<file path="src/hw/rtl/pbfs_pkg.sv">
package pbfs_pkg;

  // Item kinds carried on the input tuser
  typedef enum logic [1:0] {
    OP_VARINT  = 2'd0,
    OP_LEN     = 2'd1,
    OP_PAYLOAD = 2'd2,
    OP_RSVD    = 2'd3
  } op_t;

  // Protobuf wire types placed in the low bits of the key
  localparam logic [2:0] WIRE_VARINT = 3'd0;
  localparam logic [2:0] WIRE_LEN    = 3'd2;

  localparam int FIELD_W   = 29;
  localparam int VALUE_W   = 32;
  localparam int BYTE_W    = 8;
  localparam int GROUP_W   = 7;
  localparam int IN_DATA_W = 72;

  // Byte count of one varint (1..5) and byte index within an item (0..9)
  typedef logic [2:0] vlen_t;
  typedef logic [3:0] bidx_t;

  // Number of base-128 bytes needed for a 32-bit value
  function automatic vlen_t varint_len(input logic [VALUE_W-1:0] x);
    vlen_t len;
    if (|x[31:28]) begin
      len = 3'd5;
    end else if (|x[27:21]) begin
      len = 3'd4;
    end else if (|x[20:14]) begin
      len = 3'd3;
    end else if (|x[13:7]) begin
      len = 3'd2;
    end else begin
      len = 3'd1;
    end
    return len;
  endfunction

  // Seven-bit group g of a 32-bit value, least significant first
  function automatic logic [GROUP_W-1:0] varint_group(input logic [VALUE_W-1:0] x,
                                                      input vlen_t g);
    logic [GROUP_W-1:0] grp;
    case (g)
      3'd0:    grp = x[6:0];
      3'd1:    grp = x[13:7];
      3'd2:    grp = x[20:14];
      3'd3:    grp = x[27:21];
      3'd4:    grp = {3'b000, x[31:28]};
      default: grp = '0;
    endcase
    return grp;
  endfunction

endpackage

</file>
<file path="src/hw/rtl/protobuf_field_serializer.sv">
// Protobuf field serializer: turns a stream of requests into protobuf wire bytes, one byte per
// cycle on out_tdata while the output is not stalled. A varint header (tuser 0) emits the key
// (field_number<<3 | 0) and then the value as base-128 varints; a length-delimited header
// (tuser 1) emits the key with wire type 2 and then the length; a payload byte (tuser 2) passes
// through; tuser 3 is dropped with no output. Payload streams run at one byte per clock while
// out_tready holds; a header emits as many bytes as its key and value need (2 to 10), through
// the single byte-wide output register. out_tuser flags the last byte of each request,
// out_tlast the last byte of a request that came with in_tlast. The next request is taken in the
// same cycle as the last byte of the current one; while the output is stalled, a request held
// in the input register waits and keeps in_tready low, so the input stalls with the output.
module protobuf_field_serializer (
  input  logic                           clk,
  input  logic                           rst_n,
  input  logic                           in_tvalid,
  output logic                           in_tready,
  // [28:0] field_number, [60:29] value, [68:61] payload_byte, [71:69] zero
  input  logic [pbfs_pkg::IN_DATA_W-1:0] in_tdata,
  // [1:0] op
  input  logic [1:0]                     in_tuser,
  input  logic                           in_tlast,
  output logic                           out_tvalid,
  input  logic                           out_tready,
  // [7:0] out_byte
  output logic [pbfs_pkg::BYTE_W-1:0]    out_tdata,
  // [0] item_last
  output logic                           out_tuser,
  output logic                           out_tlast
);
  import pbfs_pkg::*;

  // Input register: one request being encoded
  logic                 hold_valid_r, hold_valid_nxt;
  op_t                  op_r;
  logic [VALUE_W-1:0]   key_r;
  logic [VALUE_W-1:0]   value_r;
  logic [BYTE_W-1:0]    pbyte_r;
  logic                 mend_r;
  vlen_t                key_len_r;
  vlen_t                val_len_r;
  bidx_t                idx_r, idx_nxt;

  // Result register
  logic                 out_valid_r, out_valid_nxt;
  logic [BYTE_W-1:0]    out_byte_r;
  logic                 out_item_last_r;
  logic                 out_msg_done_r;

  logic                 out_adv;
  logic                 emit;
  logic                 is_last;
  logic                 in_acc;
  logic                 key_phase;
  vlen_t                vidx;
  bidx_t                last_idx;
  logic [BYTE_W-1:0]    byte_c;
  op_t                  in_op;
  logic [VALUE_W-1:0]   in_key;
  logic [2:0]           in_wire;

  assign in_op  = op_t'(in_tuser);
  assign in_acc = in_tvalid && in_tready;

  // Build the key from the incoming field number
  always_comb begin
    in_wire = (in_op == OP_LEN) ? WIRE_LEN : WIRE_VARINT;
    in_key  = {in_tdata[FIELD_W-1:0], in_wire};
  end

  // Pick the byte at the current index
  always_comb begin
    out_adv   = !out_valid_r || out_tready;
    emit      = hold_valid_r && out_adv;
    key_phase = idx_r < {1'b0, key_len_r};
    vidx      = idx_r[2:0] - key_len_r;
    last_idx  = {1'b0, key_len_r} + {1'b0, val_len_r} - 4'd1;
    case (op_r)
      OP_PAYLOAD: begin
        byte_c  = pbyte_r;
        is_last = 1'b1;
      end
      OP_VARINT, OP_LEN: begin
        if (key_phase) begin
          byte_c = {idx_r[2:0] != key_len_r - 3'd1, varint_group(key_r, idx_r[2:0])};
        end else begin
          byte_c = {vidx != val_len_r - 3'd1, varint_group(value_r, vidx)};
        end
        is_last = idx_r == last_idx;
      end
      default: begin
        byte_c  = '0;
        is_last = 1'b1;
      end
    endcase
  end

  // Take a new request once the current one sends its last byte
  assign in_tready = !hold_valid_r || (emit && is_last);

  always_comb begin
    hold_valid_nxt = hold_valid_r;
    idx_nxt        = idx_r;
    if (in_acc) begin
      hold_valid_nxt = in_op != OP_RSVD;
      idx_nxt        = '0;
    end else if (emit) begin
      hold_valid_nxt = !is_last;
      idx_nxt        = idx_r + 4'd1;
    end
    out_valid_nxt = emit ? 1'b1 : (out_adv ? 1'b0 : out_valid_r);
  end

  // Control registers
  always_ff @(posedge clk) begin
    if (!rst_n) begin
      hold_valid_r <= 1'b0;
      idx_r        <= '0;
      out_valid_r  <= 1'b0;
    end else begin
      hold_valid_r <= hold_valid_nxt;
      idx_r        <= idx_nxt;
      out_valid_r  <= out_valid_nxt;
    end
  end

  // Payload registers
  always_ff @(posedge clk) begin
    if (in_acc) begin
      op_r      <= in_op;
      key_r     <= in_key;
      value_r   <= in_tdata[FIELD_W+VALUE_W-1:FIELD_W];
      pbyte_r   <= in_tdata[FIELD_W+VALUE_W+BYTE_W-1:FIELD_W+VALUE_W];
      mend_r    <= in_tlast;
      key_len_r <= varint_len(in_key);
      val_len_r <= varint_len(in_tdata[FIELD_W+VALUE_W-1:FIELD_W]);
    end
    if (emit) begin
      out_byte_r      <= byte_c;
      out_item_last_r <= is_last;
      out_msg_done_r  <= is_last && mend_r;
    end
  end

  assign out_tvalid = out_valid_r;
  assign out_tdata  = out_byte_r;
  assign out_tuser  = out_item_last_r;
  assign out_tlast  = out_msg_done_r;

`ifndef ASSERT_OFF
  // Byte index never runs past the last byte of a header
  a_idx_range: assert property (@(posedge clk) disable iff (!rst_n)
    hold_valid_r && (op_r == OP_VARINT || op_r == OP_LEN) |-> idx_r <= last_idx)
    else $error("byte index beyond end of header");

  // A payload request sends exactly one byte
  a_payload_one: assert property (@(posedge clk) disable iff (!rst_n)
    hold_valid_r && op_r == OP_PAYLOAD |-> idx_r == '0)
    else $error("payload request past its only byte");

  // A new request replaces a busy one only as its last byte goes out
  a_no_overwrite: assert property (@(posedge clk) disable iff (!rst_n)
    in_acc && hold_valid_r |-> emit && is_last)
    else $error("request accepted over unfinished one");

  // Message end only marks a request's last byte
  a_done_last: assert property (@(posedge clk) disable iff (!rst_n)
    out_tvalid && out_tlast |-> out_tuser)
    else $error("message end without request end");
`endif

endmodule
</file>
<file path="config.mk">
export PLATFORM = sky130hd
export DESIGN_NAME = protobuf_field_serializer
export DESIGN_NICKNAME = d
export VERILOG_FILES = /design/src/hw/rtl/pbfs_pkg.sv /design/src/hw/rtl/protobuf_field_serializer.sv
export SDC_FILE = /design/constraint.sdc
export NUM_CORES = 1
export LEC_CHECK = 0
export BUFFER_PORTS_ARGS = -buffer_cell sky130_fd_sc_hd__clkbuf_2
export CAP_MARGIN = 20
export CELL_PAD_IN_SITES_DETAIL_PLACEMENT = 1
export CELL_PAD_IN_SITES_GLOBAL_PLACEMENT = 1
export CORE_ASPECT_RATIO = 0.75
export CORE_MARGIN = 8
export CORE_UTILIZATION = 40
export CTS_BUF_LIST = sky130_fd_sc_hd__clkbuf_8 sky130_fd_sc_hd__clkbuf_16
export DETAILED_ROUTE_END_ITERATION = 16
export GPL_ROUTABILITY_DRIVEN = 0
export PLACE_DENSITY = 0.85
export SYNTH_ARGS = -nofsm -noshare
export SYNTH_HDL_FRONTEND = slang
export SYNTH_SLANG_ARGS = --single-unit
</file>
<file path="constraint.sdc">
create_clock -name clk -period 6.5 [get_ports clk]
set_input_delay 1.95 -clock clk [delete_from_list [all_inputs] [get_ports clk]]
set_output_delay 1.95 -clock clk [all_outputs]
set_load 0.01 [all_outputs]
</file>
==> flow_summary.ini <==
[status]
status = complete, no violations

[worst_hold_path]
hp-class = flip-flop to flip-flop
whs_path_depth = 2
min-delay-start = hold_valid_r
hold_end = out_tvalid

[route]
finalWirelength_mm = 10.5
viasPerCell = 5.29
num_vias = 2693
wl_per_cell_um = 20.6
dr.pass1.iters = 4
ant_nets = 0
drt_iter0_drc = 154
drc_errors = 0

[grt]
grt_overflow_total = 0
grt_usage = 0.154
grt_pass1_vias = 3107
grt_max_degree = 50
grt_first_pass_wirelength_mm = 16.7
antenna_found_initial = 0

[sta]
hold_viol = 0
fin_worst_skew_ns = 0.00968
drv_slew = 0
tns_ns = 0
setup_violations = 0
rsz0062_at_grt = false
finalHoldWorstSlack_ns = 0.497
period_share = 0.742
tightest_slew_ns = 0.898
slew_headroom = 0.400
fmax_mhz = 207
period_minus_slack_ns = 4.82

[pwr]
leakagePower_nw = 1.89
p_per_area_nw_per_um2 = 277
vdd_drop_max_v = 0.000163

[synthesis]
synthTopCellsByCount = edfxtp_1, o21ai_0, inv_1
ys.warnings.count = 0
synthFlopType = edfxtp_1
synthTopCellsByArea = edfxtp_1, ha_1, dfxtp_1
synth_seq_area_share = 0.682
yosysTopAreaCell = edfxtp_1
yosysUniqueCellTypes = 44
synth_nets = 374
netlist_area_um2 = 4100
async_reset_ff_frac = 0
synth-seq-cells = 95
yosysMostFrequentCell = edfxtp_1
syn_avg_cell_area_um2 = 14.6
synth_edf_count = 89
synth_top_cell_area_share = 0.652
syn_inst = 280

[place]
dp.cells = 492
port_buffers = 87
dp.final_hpwl_mm = 7.99

[clock_network]
clkLatencyLatePin_ns = 0.35
cts_setup_buffers = 0
postCtsHoldBufs = 0
clk_transition_reported_paths_ns = 0.07
cts_tree = yes
cts_resized = 0
cts_buffer_depth = 2
cts.sinks = 95
cts_buffers = 9
root_buffer = clkbuf_16
h-tree-depth = 3

[final_layout]
drive_gt1_frac = 0.306
layoutNonFillerInstCount = 509
fillCellCount = 1068
diodes = 0
syn_to_final_growth_pct = 20.9
layout.nets = 462

[critical_path]
end_kind = output port
r2r-start = key_len_r[1]
rrSetupSlack_ns = 2.53
worstPathRequired_ns = 4.55
cp_common_cell = clkbuf_2
reg2reg_depth = 11
worstPathBufferInverterCount = 3
crit_chain = clkbuf_2, nand2b_1, a21oi_1, a21boi_2, inv_1, clkbuf_2
path_max_fanout = 4
r2r-end = key_r[8]
max_stage_delay_ns = 0.31
critPathKind = input pin to output port
crit_slowest_cell = a21boi_2
start_kind = input pin
critPathArrivalTime_ns = 2.87
crit_family = compound AO/OA/AOI/OAI gates

[floorplanning]
start_util = 0.405
num_rows = 32
ios = 91
die-height_um = 104
dieArea_um2 = 13800
coreArea_um2 = 10100
fp.dieW_um = 133

[flow_run]
maxCapViolCount = 0
[cells by family after synthesis]
family                   after synthesis  share of synthesized area
adder cells (fa/ha/maj)               15                     0.0495
AO/OA/AOI/OAI                         60                     0.0980
AND/OR/NAND/NOR                       56                     0.0730
buffers and inverters                 30                     0.0308
multiplexers                          10                     0.0339
flip-flops                            95                      0.682
XOR/XNOR                              14                     0.0333
[where the power goes]
| group | total [W] | switching [W] | internal (W) |
|---|---|---|---|
| combinational | 0.000133 | 0.0000773 | 0.0000556 |
| sequential | 0.000728 | 0.0000152 | 0.000713 |
| clock | 0.000512 | 0.000243 | 0.000268 |
[worst max-delay path by stage]
stage                          start      endpoint  depth (start not counted)
after floorplan           out_tready  key_len_r[0]                          4
after global placement    out_tready     in_tready                          6
after detailed placement  out_tready     in_tready                          6
after CTS                 out_tready     in_tready                          6
after global routing      out_tready     in_tready                          6
final                     out_tready     in_tready                          6
[sequential cells by signal, summed over array words and instances, names as in the netlist]
register and count:
key_r 30, out_tdata 8, val_len_r 3, pbyte_r 8, idx_r 4, out_tlast 1, out_tuser 1, mend_r 1
out_tvalid 1, key_len_r 3, value_r 32, op_r 2, hold_valid_r 1
[metal layers]
metal,GRT usage,vias up,part of all wire
li1,-,1261,-
met3,0.0449,9,0.056
met2,0.264,88,0.50
met5,0,-,0
met4,0.0340,0,0.011
met1,0.188,1335,0.43
[tightest hold or removal path, delay by kind of cell, from the launching register on]
kind,cells,cell delay [ns]
buf+inv,1,0.07
compound gates,1,0.07
flops,1,0.31
[cell usage in the layout, fill, tap and decap left out, types with 6 or more instances in the layout]
cell | netlist | routed
edfxtp_1 | 89 | 89
xnor2_1 | 10 | 10
inv_1 | 18 | 18
nand2_1 | 12 | 12
nor4_1 | 8 | 8
o21ai_0 | 23 | 23
nor2_1 | 9 | 8
dfxtp_1 | 6 | 6
mux2i_1 | 6 | 6
a21oi_1 | 10 | 10
ha_1 | 13 | 13
clkbuf_2 | 0 | 87
clkbuf_16 | 0 | 9
[stage by stage]
stage          total power [W]  worst slack, ns  instance area [um2]  utilization
2_1_floorplan         0.000814            0.335                 4100            -
3_3_place_gp          0.000863             1.69                 4660        0.460
3_5_place_dp          0.000874             1.66                 4660        0.460
4_1_cts                0.00138             1.65                 4940        0.488
5_1_grt                0.00142             1.56                 4950        0.489
6_report               0.00137             1.68                 4950        0.489
[layout make-up]
class	count	area [um2]	area share
multi-input cells	155	1190	0.240
repair buffers	89	450	0.0910
flip-flops and latches	95	2790	0.564
well taps	136	170	0.0344
inverters	18	67.6	0.0136
clock buffers	9	225	0.0455
clock inverters	7	60.1	0.0121
Note: power is estimated with default switching activity, not from simulation.
